===== src/design/sbin_pkg.sv =====
`timescale 1ns / 1ps

package sbin_pkg;

    // Width used for all raster limit arithmetic; holds any limit up to 4096 plus one.
    localparam int CNT_W = 13;

    // Pixel rows per frame are fixed at 1024 at most.
    localparam int ROW_W        = 10;
    localparam int HEIGHT_LIMIT = 1024;

    localparam int DATA_W = 32;

    // Output queue depth: enough for a request in flight and one in the compute stage.
    localparam int FIFO_DEPTH = 4;

    localparam logic [3:0]        BIN_RESET    = 4'd2;
    localparam logic [10:0]       WIDTH_RESET  = 11'd1024;
    localparam logic [10:0]       HEIGHT_RESET = 11'd1024;
    localparam logic [DATA_W-1:0] MAX_RESET    = 32'd65535;

    typedef enum logic [1:0] {
        CFG_BIN_FACTOR   = 2'd0,
        CFG_FRAME_WIDTH  = 2'd1,
        CFG_FRAME_HEIGHT = 2'd2,
        CFG_MAX_ADU      = 2'd3
    } cfg_idx_t;

    // Position flags of one accepted sub-pixel.
    typedef struct packed {
        logic start;      // frame_start was set on this request
        logic first;      // first sub-pixel of a bin: partial sum starts from zero
        logic emit;       // last sub-pixel of a bin: a pixel is produced
        logic last_col;   // last output column of the row
        logic last_frame; // last output pixel of the frame
        logic frame_end;  // last sub-pixel of the frame
    } raster_t;

    typedef struct packed {
        logic [DATA_W-1:0] value;
        logic              sat;
        logic              last_row;
        logic              last_frame;
        logic              frame_sat;
    } out_item_t;

endpackage


===== src/design/sbin_raster.sv =====
`timescale 1ns / 1ps

module sbin_raster #(
    parameter int MAX_WIDTH = 1024,
    parameter int MAX_BIN   = 8
) (
    input  logic                                            clk,
    input  logic                                            rst_n,
    input  logic                                            accept,
    input  logic                                            frame_start,
    input  logic [sbin_pkg::CNT_W-1:0]                      bin_lim,
    input  logic [sbin_pkg::CNT_W-1:0]                      width_lim,
    input  logic [sbin_pkg::CNT_W-1:0]                      height_lim,
    output logic [((MAX_WIDTH > 1) ? $clog2(MAX_WIDTH) : 1)-1:0] col,
    output sbin_pkg::raster_t                               flags
);

    import sbin_pkg::*;

    localparam int COL_W = (MAX_WIDTH > 1) ? $clog2(MAX_WIDTH) : 1;
    localparam int SC_W  = (MAX_BIN > 1) ? $clog2(MAX_BIN) : 1;

    logic [SC_W-1:0]  sc_reg, sc_next, sc_cur;
    logic [SC_W-1:0]  sr_reg, sr_next, sr_cur;
    logic [COL_W-1:0] pc_reg, pc_next, pc_cur;
    logic [ROW_W-1:0] pr_reg, pr_next, pr_cur;
    logic             last_sc, last_sr, last_pc, last_pr;

    always_ff @(posedge clk) begin
        if (!rst_n) begin
            sc_reg <= '0;
            sr_reg <= '0;
            pc_reg <= '0;
            pr_reg <= '0;
        end else begin
            sc_reg <= sc_next;
            sr_reg <= sr_next;
            pc_reg <= pc_next;
            pr_reg <= pr_next;
        end
    end

    always_comb begin
        // A frame start resets the position before this sub-pixel is placed.
        sc_cur = frame_start ? '0 : sc_reg;
        sr_cur = frame_start ? '0 : sr_reg;
        pc_cur = frame_start ? '0 : pc_reg;
        pr_cur = frame_start ? '0 : pr_reg;

        last_sc = (CNT_W'(sc_cur) + CNT_W'(1)) >= bin_lim;
        last_sr = (CNT_W'(sr_cur) + CNT_W'(1)) >= bin_lim;
        last_pc = (CNT_W'(pc_cur) + CNT_W'(1)) >= width_lim;
        last_pr = (CNT_W'(pr_cur) + CNT_W'(1)) >= height_lim;

        sc_next = sc_reg;
        sr_next = sr_reg;
        pc_next = pc_reg;
        pr_next = pr_reg;

        if (accept) begin
            sc_next = sc_cur;
            sr_next = sr_cur;
            pc_next = pc_cur;
            pr_next = pr_cur;
            if (!last_sc) begin
                sc_next = sc_cur + SC_W'(1);
            end else begin
                sc_next = '0;
                if (!last_pc) begin
                    pc_next = pc_cur + COL_W'(1);
                end else begin
                    pc_next = '0;
                    if (!last_sr) begin
                        sr_next = sr_cur + SC_W'(1);
                    end else begin
                        sr_next = '0;
                        if (!last_pr) begin
                            pr_next = pr_cur + ROW_W'(1);
                        end else begin
                            pr_next = '0;
                        end
                    end
                end
            end
        end

        col              = pc_cur;
        flags.start      = frame_start;
        flags.first      = (sc_cur == '0) && (sr_cur == '0);
        flags.emit       = last_sc && last_sr;
        flags.last_col   = last_pc;
        flags.last_frame = last_pc && last_pr;
        flags.frame_end  = last_sc && last_sr && last_pc && last_pr;
    end

endmodule


===== config.mk =====
export PLATFORM = sky130hd
export DESIGN_NAME = sbin_raster
export DESIGN_NICKNAME = d
export VERILOG_FILES = /design/src/design/sbin_pkg.sv /design/src/design/sbin_raster.sv
export SDC_FILE = /design/constraint.sdc
export NUM_CORES = 1
export LEC_CHECK = 0
export ABC_AREA = 0
export BUFFER_PORTS_ARGS = -buffer_cell sky130_fd_sc_hd__buf_4
export CAP_MARGIN = 20
export CORE_MARGIN = 8
export CORE_UTILIZATION = 25
export DETAILED_ROUTE_END_ITERATION = 10
export GPL_ROUTABILITY_DRIVEN = 0
export GPL_TIMING_DRIVEN = 0
export PLACE_DENSITY_LB_ADDON = 0.12
export SYNTH_ARGS = -nofsm -noshare
export SYNTH_HDL_FRONTEND = slang
export SYNTH_SLANG_ARGS = --single-unit

===== constraint.sdc =====
create_clock -name clk -period 5.6 [get_ports clk]
set_clock_uncertainty 0.2 [all_clocks]
set_input_delay 0.84 -clock clk [delete_from_list [all_inputs] [get_ports clk]]
set_output_delay 0.84 -clock clk [all_outputs]
set_load 0.01 [all_outputs]

# Word-level counts from Yosys, hierarchy flattened
# Index checks and enable logic that the tools add are counted.
# Widths: inputs -> output; s select.
# op_classes
add_sub_neg	8
mul	0
div_mod_pow	0
n_lt_le_gt_ge	4
eq_ne	0
shift	0
n_mux	14
bitwise_logic	0
n_reduce_logical	7
# ops
cell	count
$mux 10	8
$ge 11x13->1	2
$ge 4x13->1	2
$add 10x1->11 const B	2
$add 10x1->10 const B	2
$mux 3	6
$add 3x1->4 const B	2
$add 3x1->3 const B	2
$logic_not 3->1	2
$logic_and 1x1->1	5
# word_totals
regBits	26
latchBits	0
ram_bits	0
rom_bits	0
in_bits	43
word_cells	37
mem_count	0

# Logic depth before layout (Yosys ltp)
# depth
word_depth	7
ltp_mapped	18

# Worst setup path before layout
# Ideal clock, no wire load.
# synth_timing
path_kind	input -> output
start	input frame_start
end	output flags[0] (netlist name)
t_arrival_ps	4025
required_time_ps	4560
path_slack_ps	535
stages	17
path_buffers	4
cell_sequence	buf_2 clkbuf_1 clkbuf_1 nor2b_1 ha_1 nand2_1 nor2_1 and3_1 and3_1 ha_1 a21oi_1 nor3_1 a211oi_1 a21oi_1 clkbuf_1 and2_1 and2_1
# synth_rtl
item	line	text
start, declared	sbin_raster.sv:10	input logic frame_start,
end, declared	sbin_raster.sv:15	output sbin_pkg::raster_t flags

==> results.yml <==
run_status:
  run_status: "finished, final reports clean"
route:
  drt_iter0_markers: 90
  route.detailed.vias_per_inst: 4.55
  detail_route.drc_violations: 0
  wl_met1_um: 3400
  dr_total_vias: 2333
  met2_wirelength_um: 3380
  top_signal_layer_used: "met4"
  wl_per_cell_um: 13.8
  route.met3.wl_um: 262
  drt.antenna.violating_nets: 0
  finalWirelength_um: 7070
  drt_pre_antenna_iters: 4
global_routing:
  grt_usage_pct: 11.2
  first_global_vias: 2459
  globalRouteOverflowTotal: 0
  grt_start_max_net_pins: 15
  first_pass_grt_wire_length_um: 11900
  antenna_found_initial: 0
pwr:
  leakagePower_nw: 1.48
  power.total_uw: 395
  power_density_nw_per_um2: 125
  max-vdd-ir-drop_mv: 0.0874
floorplan:
  initial_utilization_pct: 25.5
  placeableCoreArea_um2: 9680
  die_width_um: 115
  num_rows: 36
  dieArea_um2: 13300
  boundaryPins: 59
  height_of_the_die_um: 115
synth:
  syn_avg_cell_area_um2: 7.74
  seq_area_frac_synth_pct: 21.1
  synth_area_um2: 2470
  synth-seq-cells: 26
  async_reset_ff_share_pct: 0
  instance_count_of_the_mapped_netlist: 319
  synth_top_cell_area_share_pct: 21.1
  dominantRegCellSynth: "sky130_fd_sc_hd__dfxtp_1"
  syn_nets: 398
  ys.warnings.count: 0
  synthDominantAreaCellType: "sky130_fd_sc_hd__dfxtp_1"
  dominant_cells_by_area_after_synthesis: "sky130_fd_sc_hd__dfxtp_1 21%, sky130_fd_sc_hd__ha_1 18%, sky130_fd_sc_hd__nor2b_1 7.1%"
  yosys.cell_types.count: 48
  synth_enable_flop_cells: 0
finish:
  mostFrequentLayoutCells: "61 x sky130_fd_sc_hd__buf_4, 37 x sky130_fd_sc_hd__inv_1, 36 x sky130_fd_sc_hd__ha_1"
  regArea_um2: 520
  multi_input_gate_area_in_the_final_layout_um2: 1770
  utilization_pct: 32.5
  layout_commonest_cell: "sky130_fd_sc_hd__buf_4"
  drive_gt1_share_pct: 21.6
  nNetsFinal: 460
  fillerInstances: 1092
  area_delta_synth_final_pct: 27.6
  layout.cell_area.non_filler_um2: 3150
  num_antenna_cells: 0
timing:
  final.min_clock_period_ns: 5.11
  setup_viol: 0
  final_ws_setup_ns: 0.491
  period_share_pct: 91.2
  slew_headroom_pct: 43.5
  hold_ws_ns: 0.292
  finalHoldViolations: 0
  timing.fmax_mhz: 196
  tightestPinTransition_ns: 0.848
  maxSlewViolCount: 0
  rsz0062_at_grt: "false"
setup_path:
  endpoint_kind: "primary output"
  critical_path.max_fanout: 23
  worstReg2RegStart: "pc_reg[0]"
  critPathRequiredTime_ns: 4.56
  critical_path.cell_chain: "buf_4 > clkbuf_4 > nor2b_1 > ha_1 > nand2_1 > nor2_2 > and3_2 > xor2_1 > ha_1 > nand4_1 > nor2_1 > a21oi_2 > a21oi_1 > clkbuf_4 > and2_1 > and2_1 > buf_4"
  crit_path_top_delay_cell: "sky130_fd_sc_hd__ha_1"
  cp.buffers_inverters: 4
  largest_incremental_delay_on_the_critical_path_ns: 0.33
  r2r_end: "pr_reg[3]"
  regToRegSetupSlack_ns: 1.67
  worstRegToRegCells: 15
  timing.setup.critical_path_class: "in2out"
  critPathTopFamily: "simple AND/OR/NAND/NOR gates"
  arrival_ns: 4.07
  timing.critical_path.from_type: "input pin"
cts:
  cts-htree-levels: 1
  cts_max_path_buffers: 2
  clock_input_transition_at_the_sequential_cells_of_the_worst_setup_and_hold_paths_ns: 0.10
  tritoncts: "yes"
  tritoncts.num_buffers: 3
  root_buffer: "sky130_fd_sc_hd__clkbuf_8"
  clkLatencyLatePin_ns: 0.28
  clock-sinks: 26
placed_design:
  dpl_worst_slack_ns: -0.760
  dp_hpwl_um: 5820
  place.port_buffers: 58
  post_dp_cell_area_um2: 3070
job:
  timing.max_cap.violations: 0
hold_path:
  holdCritStartpoint: "pr_reg[0]"
  holdCritPathClass: "reg2reg"
  whs_path_depth: 2
  min_delay_worst_endpoint: "pr_reg[0]"
==> kinds of logic after synthesis <==
group	share of synthesized area (%)
AO/OA/AOI/OAI	19.4
XOR/XNOR	4.96
adder cells (fa/ha/maj)	18.2
buffers and inverters	8.16
flip-flops	21.1
multiplexers	0.405
AND/OR/NAND/NOR	27.8
==> metal layers <==
layer	vias to the layer above	track usage, %
met4	0	1.31
met2	43	19.5
met5	-	0
li1	1233	-
met3	2	2.15
met1	1055	14.2
==> cells in the mapped netlist (2+ instances only) <==
library cell                instances
sky130_fd_sc_hd__inv_1             37
sky130_fd_sc_hd__ha_1              36
sky130_fd_sc_hd__nor2b_1           28
sky130_fd_sc_hd__dfxtp_1           26
sky130_fd_sc_hd__nand3_1           19
sky130_fd_sc_hd__nor2_1            18
sky130_fd_sc_hd__o21ai_0           17
sky130_fd_sc_hd__a21oi_1           15
sky130_fd_sc_hd__nand2_1           15
sky130_fd_sc_hd__and3_1            10
sky130_fd_sc_hd__nand2b_1          10
sky130_fd_sc_hd__a22o_1             7
sky130_fd_sc_hd__clkbuf_1           7
sky130_fd_sc_hd__xnor2_1            7
sky130_fd_sc_hd__xor2_1             7
sky130_fd_sc_hd__a22oi_1            6
sky130_fd_sc_hd__nor3_1             6
sky130_fd_sc_hd__and2_1             5
sky130_fd_sc_hd__a31oi_1            3
sky130_fd_sc_hd__nand4_1            3
sky130_fd_sc_hd__a211oi_1           2
sky130_fd_sc_hd__a32oi_1            2
sky130_fd_sc_hd__buf_2              2
sky130_fd_sc_hd__buf_4              2
sky130_fd_sc_hd__nand3b_1           2
sky130_fd_sc_hd__nand4b_1           2
sky130_fd_sc_hd__o21a_1             2
sky130_fd_sc_hd__o2bb2ai_1          2
sky130_fd_sc_hd__or2_2              2
==> repair_timing <==
action	in CTS	in global routing
hold buffers	0	0
cloned	0	0
pin swaps	1	0
endpoints found under the setup margin	3	3
buffers inserted	1	0
gates resized for setup	9	1
==> per-stage QoR <==
stage / cells / setup TNS (ns)
finish: 513 / 0
global route: 513 / 0
CTS: 515 / 0
detailed placement: 510 / -3.59
global placement: 510 / -4.12
floorplan: 319 / 0
==> how the worst max path moves through the flow <==
stage | startpoint | endpoint | slack, ns | cells past startpoint
after floorplan | frame_start | flags[0] | 0.53 | 17
after CTS | frame_start | flags[0] | 0.006 | 19
final | frame_start | flags[0] | 0.49 | 17
after global placement | frame_start | flags[0] | -0.78 | 19
after global routing | frame_start | flags[0] | 0.20 | 17
after detailed placement | frame_start | flags[0] | -0.76 | 19
==> tightest hold or removal path, cell delays in order, from the launching register on <==
cell and delay, ns:
sky130_fd_sc_hd__dfxtp_1 0.33, sky130_fd_sc_hd__nand3_1 0.06, sky130_fd_sc_hd__o21ai_0 0.06
==> area by class of cell <==
| class | count | area share [%] |
|---|---|---|
| multi-input cells | 244 | 56.0 |
| flip-flops and latches | 26 | 16.5 |
| repair buffers | 59 | 14.1 |
| well taps | 133 | 5.28 |
| inverters | 37 | 4.41 |
| plain buffers | 10 | 1.95 |
| clock buffers | 4 | 1.75 |
==> power breakdown <==
group,internal [mW],switching [mW]
registers,0.187,0.00126
logic,0.0390,0.0370
clock network,0.0631,0.0676
total,0.289,0.106
(Power assumes the default switching activity.)
