File: config.mk
export PLATFORM = sky130hd
export DESIGN_NAME = sbin_out_fifo
export DESIGN_NICKNAME = d
export VERILOG_FILES = /design/src/design/sbin_pkg.sv /design/src/design/sbin_out_fifo.sv
export SDC_FILE = /design/constraint.sdc
export NUM_CORES = 1
export LEC_CHECK = 0
export BUFFER_PORTS_ARGS = -buffer_cell sky130_fd_sc_hd__buf_2
export CORE_UTILIZATION = 55
export CTS_CLUSTER_DIAMETER = 40
export DETAILED_ROUTE_END_ITERATION = 16
export GPL_TIMING_DRIVEN = 0
export PLACE_DENSITY = 0.85
export SLEW_MARGIN = 20
export SYNTH_ARGS = -nofsm -noshare
export SYNTH_HDL_FRONTEND = slang
export SYNTH_SLANG_ARGS = --single-unit
File: constraint.sdc
create_clock -name clk -period 3.6 [get_ports clk]
set_input_delay 0.72 -clock clk [delete_from_list [all_inputs] [get_ports clk]]
set_output_delay 0.72 -clock clk [all_outputs]
set_load 0.1 [all_outputs]
File: src/design/sbin_pkg.sv
`timescale 1ns / 1ps

package sbin_pkg;

    // Width used for all raster limit arithmetic; holds any limit up to 4096 plus one.
    localparam int CNT_W = 13;

    // Pixel rows per frame are fixed at 1024 at most.
    localparam int ROW_W        = 10;
    localparam int HEIGHT_LIMIT = 1024;

    localparam int DATA_W = 32;

    // Output queue depth: enough for a request in flight and one in the compute stage.
    localparam int FIFO_DEPTH = 4;

    localparam logic [3:0]        BIN_RESET    = 4'd2;
    localparam logic [10:0]       WIDTH_RESET  = 11'd1024;
    localparam logic [10:0]       HEIGHT_RESET = 11'd1024;
    localparam logic [DATA_W-1:0] MAX_RESET    = 32'd65535;

    typedef enum logic [1:0] {
        CFG_BIN_FACTOR   = 2'd0,
        CFG_FRAME_WIDTH  = 2'd1,
        CFG_FRAME_HEIGHT = 2'd2,
        CFG_MAX_ADU      = 2'd3
    } cfg_idx_t;

    // Position flags of one accepted sub-pixel.
    typedef struct packed {
        logic start;      // frame_start was set on this request
        logic first;      // first sub-pixel of a bin: partial sum starts from zero
        logic emit;       // last sub-pixel of a bin: a pixel is produced
        logic last_col;   // last output column of the row
        logic last_frame; // last output pixel of the frame
        logic frame_end;  // last sub-pixel of the frame
    } raster_t;

    typedef struct packed {
        logic [DATA_W-1:0] value;
        logic              sat;
        logic              last_row;
        logic              last_frame;
        logic              frame_sat;
    } out_item_t;

endpackage

File: src/design/sbin_out_fifo.sv
`timescale 1ns / 1ps

module sbin_out_fifo #(
    parameter int DEPTH = 4
) (
    input  logic                                  clk,
    input  logic                                  rst_n,
    input  logic                                  push,
    input  sbin_pkg::out_item_t                   push_data,
    input  logic                                  pop_ready,
    output logic                                  out_valid,
    output sbin_pkg::out_item_t                   out_data,
    output logic [$clog2(DEPTH + 1)-1:0]          level
);

    import sbin_pkg::*;

    localparam int PTR_W = (DEPTH > 1) ? $clog2(DEPTH) : 1;
    localparam int LVL_W = $clog2(DEPTH + 1);

    out_item_t        entries [DEPTH];
    logic [PTR_W-1:0] wr_ptr_reg, wr_ptr_next;
    logic [PTR_W-1:0] rd_ptr_reg, rd_ptr_next;
    logic [LVL_W-1:0] level_reg, level_next;
    logic             pop;

    always_ff @(posedge clk) begin
        if (push) begin
            entries[wr_ptr_reg] <= push_data;
        end
    end

    always_ff @(posedge clk) begin
        if (!rst_n) begin
            wr_ptr_reg <= '0;
            rd_ptr_reg <= '0;
            level_reg  <= '0;
        end else begin
            wr_ptr_reg <= wr_ptr_next;
            rd_ptr_reg <= rd_ptr_next;
            level_reg  <= level_next;
        end
    end

    always_comb begin
        pop         = out_valid && pop_ready;
        wr_ptr_next = wr_ptr_reg;
        rd_ptr_next = rd_ptr_reg;
        level_next  = level_reg;
        if (push) begin
            wr_ptr_next = (wr_ptr_reg == PTR_W'(DEPTH - 1)) ? '0 : wr_ptr_reg + PTR_W'(1);
        end
        if (pop) begin
            rd_ptr_next = (rd_ptr_reg == PTR_W'(DEPTH - 1)) ? '0 : rd_ptr_reg + PTR_W'(1);
        end
        if (push && !pop) begin
            level_next = level_reg + LVL_W'(1);
        end else if (pop && !push) begin
            level_next = level_reg - LVL_W'(1);
        end
    end

    assign out_valid = (level_reg != '0);
    assign out_data  = entries[rd_ptr_reg];
    assign level     = level_reg;

endmodule

* Word level (Yosys, flattened, before mapping) *
Memory sizes are Yosys's and may differ from the RTL's. A register that Yosys moved wholly into a read port is not among the register bits.
Index checks and enable logic that the tools add are counted.

operators by class
  add/sub/neg operators = 4
  eq/ne operators = 2
  multiplexer cells = 8
  reductions and logical operators = 7

operators by type and width
  operator                                          number
  2-to-1 mux 2 bit                                  4
  2-to-1 mux 3 bit                                  2
  adder 2 x 1 -> 2 bit, second input constant       2
  == test 2 bit, second input constant              2
  adder 3 x 1 -> 3 bit, second input constant       1
  logical AND 1 bit                                 3
  nonzero test 3 bit                                1
  subtractor 3 x 1 -> 3 bit, second input constant  1
  zero test 1 bit                                   2
  2-to-1 mux 1 bit                                  2
  nonzero test 2 bit                                1

word-level totals
  register bits = 7
  bits in writable memories = 144
  input bits = 40
  output and inout port bits = 40
  word-level logic and storage cells = 25
  memories = 1

memory list
  memory   depth  bits a word  read ports  clocked after Yosys merged registers in  wr ports  line                 RTL
  entries  4      36           1           1                                        1         sbin_out_fifo.sv:21  out_item_t entries [DEPTH];

* Logic depth before layout (Yosys ltp) *
Gate-level depths: netlist of run 1.

  depth in word-level cells = 5
  depth in mapped cells = 7
  depth with buffers taken out = 7

* Least setup slack after synthesis of run 1 *
OpenSTA, ideal clock, no wires.

  path kind = register -> register
  start point = reg level_reg[0], in the netlist level[0]
  end point = reg level_reg[2], in the netlist level[2]
  setup time = 76 ps
  data arrival time = 2517 ps
  data required time = 3524 ps
  slack = 1008 ps
  cell stages (with the launch flop) = 8
  buffers on the path = 0
  period minus slack after synthesis = 2592 ps
  path through = dfxtp_1 o31ai_1 ha_1 inv_1 fa_1 xor2_1 or3_1 a21boi_0

between the ends
  longest elaborated chain between the ends = 5
  elaborated cells on any way between the ends = 10
  classes of those cells = add/sub: 2; mux: 2; reduce/logical: 6

RTL lines
  element                                                            line                 RTL
  from (decl)                                                        sbin_out_fifo.sv:24  logic [LVL_W-1:0] level_reg, level_next;
  from (signal assigned)                                             sbin_out_fifo.sv:41  level_reg <= level_next;
  branches (longest 5 deep; another with subtractor 3 x 1 -> 3 bit)  n/a

Several ways; the timed one is not identified. The select of a mux whose other input is x is not followed.
A chain may end at the register's enable or synchronous reset.

==> summary.txt, run 1 <==
All-Layer GR Usage: 0.195
hold path start: push_data[14]
Multi-input gate area: 1100 um^2
met3 Use GR: 0.0535
DIE HEIGHT: 104 um
Tightest Hold Check Type: input pin to flop
vias in the first global route: 2,739
R2R cell count: 7
Final Wtd Congestion: 0.633
residual DRC count: 0
Syn Inst Count: 233
Final ANT Viol Nets: 0
distinct cell type count after synthesis: 23
largest net degree at the start of global routing: 23
status: finished, final reports clean
Worst VDD drop: 0.000711 V
hold-fix buffers at CTS: 0
WL/cell: 19.7 um
clock latency at the later pin of the worst-skew pair: 500 ps
CP most frequent cell: buf_2
FF-to-FF setup slack: 1240 ps
RR Startpoint: level[0]
Peak Freq: 0.361 GHz
Area Overhead vs Synth: 22.0%
post-cts gate resize count: 0
total CTS buffers: 17
Antenna Cells: 0
Routed Wire Length: 9.47 mm
Mapped Avg Cell Area: 24.5 um^2
crit path cell chain: clkbuf_2 > buf_2 > mux4_2 > buf_2
RSZ-0062 raised after global routing: false
GR Util met2: 0.333
crit-path max FO: 10
setup violators final: 0
Post-Synth Simple-Gate Area: 0.0154
1st-iter DRT viols: 115
Seq/Total Area, Yosys: 0.790
drt pass-1 iters: 4
port bufs: 79
compound-cell area share of the yosys netlist: 0.00527
Startpoint Class: flop
initial antenna violation count: 0
register area: 4500 um^2
met1 GRT Util: 0.241
routed vias/inst: 5.46
number of flip-flops in the largest register: 144
final slew viol count: 0
Synth Warn #: 0
Max-slew headroom: 0.618
post-DP HPWL: 5.85 mm
Crit path largest cell delay: 430 ps
first-pass GRT wire length: 15.0 mm
Post-Syn Area: 5700 um^2
mux cell area share after synthesis: 0.151
largest family of logic cells by synthesized area: multiplexers
Ports: 80
final worst-path cycle share: 0.769
syn nets: 280
Slew @ Worst Pin: 568 ps
Setup crit end: out_data[22]
core box area: 9910 um^2
Placed Area: 6370 um^2
design area: 6960 um^2
post-layout net count: 382
Root Driver: clkbuf_8
XOR/XNOR Fraction of Synth Area: 0.00307
Initial Util: 0.575
via count: 2,623
Final TNS setup: 0 ps
Reg clk slew, reported paths: 60 ps
H-Tree Level Count: 4
CTS tree: done
worst hold margin: 428 ps
CTS max path bufs: 2
Setup Skew: 4.47 ps
Slowest-stage cell, CP: buf_2
CP required: 2880 ps
# rows: 36
die footprint: 10,800 um^2
layout cell share with drive strength beyond 1: 0.447
Critical R2R Capture: level[2]
busiest layer in global routing: met2
Tmin final: 2770 ps
WS Path Type: flop to primary output
Fin. Hold Viols: 0
WP data arrival: 2050 ps
die width: 104 um
grt total ovfl: 0
maxcap violations: 0
adder-cell share of the synthesized area: 0.0167
Post-CTS Setup Bufs: 0
pwr/cell area: 854 nW/um^2
fill count: 629
static leakage power: 2.43 nW
crit end category: primary output
register bit total from synthesis: 153
WHS Path Cells: 1
CTS Sinks: 153
how the worst min path moves through the flow:
stage	to
after CTS	entries[2][14]
after detailed placement	flop
after global routing	entries[1][10]
after floorplan	flop
after global placement	flop
final	entries[2][14]
cell usage in the layout (no fill, tap or decap), types with 2 or more instances in the layout:
cell type,count
inv_6,4
o21ai_0,3
inv_1,3
mux4_2,30
buf_2,82
buf_16,3
nor2b_1,3
ha_1,6
bufinv_16,3
edfxtp_1,144
nand2_1,2
buf_12,4
dfxtp_1,9
mux4_1,6
and2_2,4
nor2_1,2
clkinvlp_4,4
or3_1,2
nand3_1,2
mux2i_1,3
clkbuf_16,16
per-layer routing:
layer | share of wire | up-vias
met5 | 0 | -
li1 | - | 1189
met1 | 0.41 | 1355
met4 | 0.0079 | 0
met3 | 0.040 | 6
met2 | 0.54 | 73
area by class of cell:
type | instances | area share
Inverter | 3 | 0.00162
Sequential cell | 153 | 0.647
Clock inverter | 13 | 0.0243
Buffer | 8 | 0.0131
Timing Repair Buffer | 83 | 0.0716
Tap cell | 133 | 0.0239
Clock buffer | 18 | 0.0601
Multi-Input combinational cell | 69 | 0.158
cells in the mapped netlist:
master / instances / share of area
nor2b_1: 3 / 0.0033
inv_1: 3 / 0.0020
fa_1: 1 / 0.0035
and2_1: 5 / 0.0055
buf_2: 3 / 0.0026
mux4_1: 6 / 0.028
clkbuf_2: 1 / 0.00088
ha_1: 6 / 0.013
nor2_1: 2 / 0.0013
xnor2_1: 1 / 0.0015
a21boi_0: 1 / 0.0013
mux2i_1: 3 / 0.0053
dfxtp_1: 9 / 0.032
xor2_1: 1 / 0.0015
buf_6: 1 / 0.0020
edfxtp_1: 144 / 0.76
nand3_1: 2 / 0.0018
buf_12: 3 / 0.011
o21ai_0: 3 / 0.0026
o31ai_1: 1 / 0.0013
or3_1: 2 / 0.0022
nand2_1: 2 / 0.0013
mux4_2: 30 / 0.12
where the power goes:
group	total [W]	leakage [nW]	switching (W)	internal [W]
Clock	0.00173	0.275	0.000672	0.00106
Combinational	0.00211	0.754	0.00161	0.000501
Sequential	0.00209	1.40	0.0000423	0.00205
stage by stage:
step	cells	utilization	worst slack (ps)	power [W]
after floorplan	233	-	1010	0.00395
after global placement	445	0.632	794	0.00423
after detailed placement	449	0.643	1150	0.00426
after CTS	480	0.702	775	0.00600
after global routing	480	0.702	702	0.00614
final	480	0.702	830	0.00594
kinds of logic (layout without fill, tap and decap cells):
logic type | count (synthesis) | in the layout
flops | 153 | 153
mux | 39 | 39
simple gates | 16 | 16
buf+inv | 11 | 125
fa+ha+maj | 7 | 7
compound gates | 5 | 5
xor+xnor | 2 | 2
critical path, delay by kind of cell (launching register included):
family | cells | cell delay, ps
buffers and inverters | 3 | 980
muxes | 1 | 260
DFF | 1 | 300
Note: power is estimated with default switching activity, not from simulation.
==> run 2, diff against run 1 <==
--- a/config.mk
+++ b/config.mk
@@ -5,12 +5,13 @@
 export SDC_FILE = /design/constraint.sdc
 export NUM_CORES = 1
 export LEC_CHECK = 0
+export ABC_AREA = 1
 export BUFFER_PORTS_ARGS = -buffer_cell sky130_fd_sc_hd__buf_2
-export CORE_UTILIZATION = 55
+export CORE_UTILIZATION = 51
 export CTS_CLUSTER_DIAMETER = 40
 export DETAILED_ROUTE_END_ITERATION = 16
 export GPL_TIMING_DRIVEN = 0
-export PLACE_DENSITY = 0.85
+export PLACE_DENSITY = 0.83
 export SLEW_MARGIN = 20
 export SYNTH_ARGS = -nofsm -noshare
 export SYNTH_HDL_FRONTEND = slang
==> constraint.sdc (replaced) <==
create_clock -name clk -period 2.4 [get_ports clk]
set_input_delay 0.48 -clock clk [delete_from_list [all_inputs] [get_ports clk]]
set_output_delay 0.48 -clock clk [all_outputs]
set_load 0.1 [all_outputs]
==> summary.txt, run 2 <==
Tightest Hold Check Type: input pin to flop
Final Wtd Congestion: 0.707
# rows: 38
register bit total from synthesis: 153
grt total ovfl: 0
family with the most delay on the worst path: buffers and inverters
crit-path max FO: 10
Initial Util: 0.532
R2R cell count: 8
Crit path largest cell delay: 460 ps
port bufs: 79
hold path start: push_data[29]
RR Startpoint: level[1]
crit end category: primary output
CTS max path bufs: 2
WP data arrival: 1860 ps
crit path cell chain: buf_6 > inv_6 > buf_6 > nor2_1 > o22ai_2 > buf_2
CP most frequent cell: buf_6
core box area: 11,000 um^2
DR top layer: met4
Slew @ Worst Pin: 530 ps
Yosys top cell area share: 0.741
Critical R2R Capture: level[1]
most frequent cells in the layout: edfxtp_1 (144), nor2_1 (82), o21ai_1 (58), buf_2 (55), o22ai_2 (36)
Setup Skew: 5.22 ps
post-DP HPWL: 7.86 mm
All-Layer GR Usage: 0.233
Syn Inst Count: 411
Seq/Total Area, Yosys: 0.771
routed vias/inst: 5.60
post-layout net count: 560
die width: 109 um
Reg clk slew, reported paths: 60 ps
die footprint: 11,900 um^2
commonest non-fill, non-tap cell in the layout: edfxtp_1
WL/cell: 19.2 um
Max-slew headroom: 0.646
worst hold margin: 277 ps
final non-filler cell total: 665
Post-Syn Area: 5840 um^2
Final TNS setup: 0 ps
post-synth top area cell: edfxtp_1
top_reg_cell synth: edfxtp_1
WS Path Type: flop to primary output
distinct cell type count after synthesis: 21
Root Driver: clkbuf_16
FF-to-FF setup slack: 610 ps
Synth Warn #: 0
design area: 7440 um^2
Final ANT Viol Nets: 0
syn nets: 458
Tmin final: 2340 ps
RSZ-0062 raised after global routing: false
Antenna Cells: 0
Slowest-stage cell, CP: buf_2
1st-iter DRT viols: 239
Fin. Hold Viols: 0
Ports: 80
Mapped Avg Cell Area: 14.2 um^2
placed cell count: 634
CTS tree: done
Startpoint Class: flop
total CTS buffers: 17
clock latency at the later pin of the worst-skew pair: 410 ps
via count: 3,724
number of synthesized flops with an enable pin: 144
Placed Area: 6750 um^2
vias in the first global route: 3,881
drt pass-1 iters: 6
routed length on met3: 774 um
final worst-path cycle share: 0.974
CTS Sinks: 153
metal1 wirelength: 5.13 mm
residual DRC count: 0
H-Tree Level Count: 4
setup violators final: 0
maxcap violations: 0
initial antenna violation count: 0
first-pass GRT wire length: 19.5 mm
Synth top cells by count: edfxtp_1 (144), nor2_1 (82), o21ai_1 (58)
Peak Freq: 0.428 GHz
layout cell share with drive strength beyond 1: 0.343
DIE HEIGHT: 109 um
final slew viol count: 0
Hold Path Sink: entries[0][29]
number of flip-flops in the largest register: 144
Area Overhead vs Synth: 27.4%
WHS Path Cells: 1
Routed Wire Length: 12.8 mm
CP Buf/Inv Count: 4
largest net degree at the start of global routing: 20
most area-consuming cells after synthesis: edfxtp_1 (74%), nor2_1 (5.3%), o21ai_1 (5.0%), o22ai_1 (3.9%), dfxtp_1 (3.1%)
CP required: 1920 ps
WL met2: 6.69 mm
count leader, synth: edfxtp_1
status: finished, final reports clean
Post-synth ARST share: 0
==> run 2: worst max-delay path by stage <==
stage / cells past startpoint / slack (ps) / start / end
floorplan: 8 / 0.7 / level[1] / level[1]
detailed placement: 6 / 440 / flop / out_data[9]
global route: 6 / 4 / flop / out_data[17]
global placement: 3 / 100 / push / entries[3][1]
finish: 6 / 60 / flop / out_data[32]
CTS: 6 / 10 / flop / out_data[33]
==> run 2: cell families after synthesis <==
kind of cell / synth area share
buf+inv: 0.0411
xor+xnor: 0.00150
fa+ha+maj: 0.0163
flops: 0.771
simple gates: 0.0651
compound gates: 0.105
==> run 2: cell type report <==
cell class | instances | area [um^2]
buffer | 22 | 173
clock buffer | 18 | 429
inverter | 16 | 67.6
multi-input combinational | 220 | 1320
sequential | 153 | 4510
clock inverter | 13 | 178
tap | 140 | 175
timing repair buffer | 83 | 588
fill | 779 | 3540
==> run 2: worst register-to-register path, cell delays in order (launching register included) <==
cell     delay [ps]
dfxtp_2         340
nor2_1          130
nand2_2         100
nand2_1         120
ha_1            190
inv_1            70
fa_1            440
o21ai_0         220
nor2_1           60
==> run 2: stage by stage <==
| stage | worst slack (ps) | util |
|---|---|---|
| final | 62.3 | 0.677 |
| after global routing | 4.39 | 0.677 |
| after CTS | 9.71 | 0.671 |
| after detailed placement | 436 | 0.615 |
| after global placement | 104 | 0.605 |
| after floorplan | 0.664 | - |
==> run 2: per-layer routing <==
| metal | GRT usage | vias to the layer above |
|---|---|---|
| met3 | 0.0622 | 18 |
| met4 | 0.0917 | 0 |
| met5 | 0 | - |
| met1 | 0.286 | 1847 |
| met2 | 0.392 | 128 |
| li1 | - | 1731 |
==> run 2: what timing repair did <==
action / CTS / global route
resized for setup: 5 / 29
setup buffers: 0 / 0
endpoints found under the setup margin: 5 / 28
hold buffers: 0 / 0
Power of run 2 is not shown: default switching activity piles up to over one toggle a cycle in this logic, so the estimate is an artifact.
==> run 3, diff against run 2 <==
--- a/config.mk
+++ b/config.mk
@@ -7,7 +7,9 @@
 export LEC_CHECK = 0
 export ABC_AREA = 1
 export BUFFER_PORTS_ARGS = -buffer_cell sky130_fd_sc_hd__buf_2
-export CORE_UTILIZATION = 51
+export CELL_PAD_IN_SITES_DETAIL_PLACEMENT = 1
+export CELL_PAD_IN_SITES_GLOBAL_PLACEMENT = 1
+export CORE_UTILIZATION = 42
 export CTS_CLUSTER_DIAMETER = 40
 export DETAILED_ROUTE_END_ITERATION = 16
 export GPL_TIMING_DRIVEN = 0
==> summary.txt, run 3 (same netlist as run 2, synthesis figures left out) <==
WP data arrival: 1840 ps
Final TNS setup: 0 ps
worst setup margin: 82.8 ps
CP required: 1920 ps
post-layout net count: 560
Final ANT Viol Nets: 0
commonest non-fill, non-tap cell in the layout: edfxtp_1
port bufs: 79
Max-slew headroom: 0.642
placed cell count: 670
1st-iter DRT viols: 216
Placed Area: 6800 um^2
most frequent cells in the layout: edfxtp_1 (144), nor2_1 (82), o21ai_1 (58), buf_2 (56), o22ai_2 (36)
design area: 7450 um^2
Antenna Cells: 0
Root Driver: clkbuf_16
R2R cell count: 10
Area Overhead vs Synth: 27.6%
WL/cell: 21.1 um
number of flip-flops in the largest register: 144
WHS Path Cells: 1
maxcap violations: 0
CTS tree: done
routed vias/inst: 5.35
post-DP HPWL: 9.16 mm
DIE HEIGHT: 120 um
Peak Freq: 0.432 GHz
crit path cell chain: buf_6 > buf_2 > o21ai_0 > o22ai_2 > buf_4
CTS Sinks: 153
fill count: 1,332
die width: 120 um
die footprint: 14,400 um^2
via count: 3,756
vias in the first global route: 4,202
crit end category: primary output
final worst-path cycle share: 0.966
residual DRC count: 0
Initial Util: 0.436
WS Path Type: flop to primary output
initial antenna violation count: 0
All-Layer GR Usage: 0.223
clock latency at the later pin of the worst-skew pair: 420 ps
status: finished, final reports clean
H-Tree Level Count: 4
crit-path max FO: 10
# rows: 42
total CTS buffers: 17
final slew viol count: 0
largest net degree at the start of global routing: 21
Routed Wire Length: 14.8 mm
Slowest-stage cell, CP: dfxtp_1
Tightest Hold Check Type: input pin to flop
CTS max path bufs: 2
Crit path largest cell delay: 330 ps
setup violators final: 0
pre-CTS setup slack: 379 ps
Tmin final: 2320 ps
Final Wtd Congestion: 0.750
Slew @ Worst Pin: 535 ps
final non-filler cell total: 702
Startpoint Class: flop
Ports: 80
layout cell share with drive strength beyond 1: 0.335
Reg clk slew, reported paths: 60 ps
first-pass GRT wire length: 23.2 mm
grt total ovfl: 0
RSZ-0062 raised after global routing: false
drt pass-1 iters: 4
Fin. Hold Viols: 0
core box area: 13,400 um^2
Setup Skew: 12.9 ps
[run 3: stage by stage]
stage                util  hold slack [ps]
global route        0.556              264
CTS                 0.554              256
floorplan               -              483
global placement    0.499              502
detailed placement  0.507              513
finish              0.556              269
[run 3: cell type report]
cell class	count	area [um^2]	share of cell area
Inverter	16	67.6	0.00907
Sequential cell	153	4510	0.605
Clock inverter	13	134	0.0180
Tap cell	176	220	0.0296
Timing Repair Buffer	83	593	0.0796
Clock buffer	19	433	0.0581
Buffer	22	173	0.0232
Multi-Input combinational cell	220	1320	0.177
[run 3: layer usage]
layer / vias up / track usage / wire (um)
met2: 104 / 0.392 / 7800
met1: 1889 / 0.259 / 6050
met3: 30 / 0.0490 / 550
met4: 0 / 0.0992 / 378
li1: 1733 / - / -
met5: - / 0 / 0
[run 3: worst paths after layout]
| path | startpoint | endpoint | slack [ps] |
|---|---|---|---|
| min | push_data[35] | entries[1][35] | 270 |
| max reg2reg | level[0] | level[2] | 510 |
| min reg2reg | wr_ptr_reg[1] | wr_ptr_reg[1] | 570 |
| max | flop | out_data[24] | 80 |
[run 3: worst max-delay path, delay by kind of cell (launching register included)]
kind                   cells  cell delay [ps]
buffers and inverters      3              720
AOI/OAI and AO/OA          2              370
DFF                        1              330
[run 3: timing repair]
item | 4_1_cts | 5_1_grt
hold buffers | 0 | 0
cloned | 0 | 0
setup buffers | 0 | 0
resized for setup | 24 | 10
pin swaps | 0 | 0
endpoints found under the setup margin | 24 | 10
Power of run 3 is left out for the same reason.
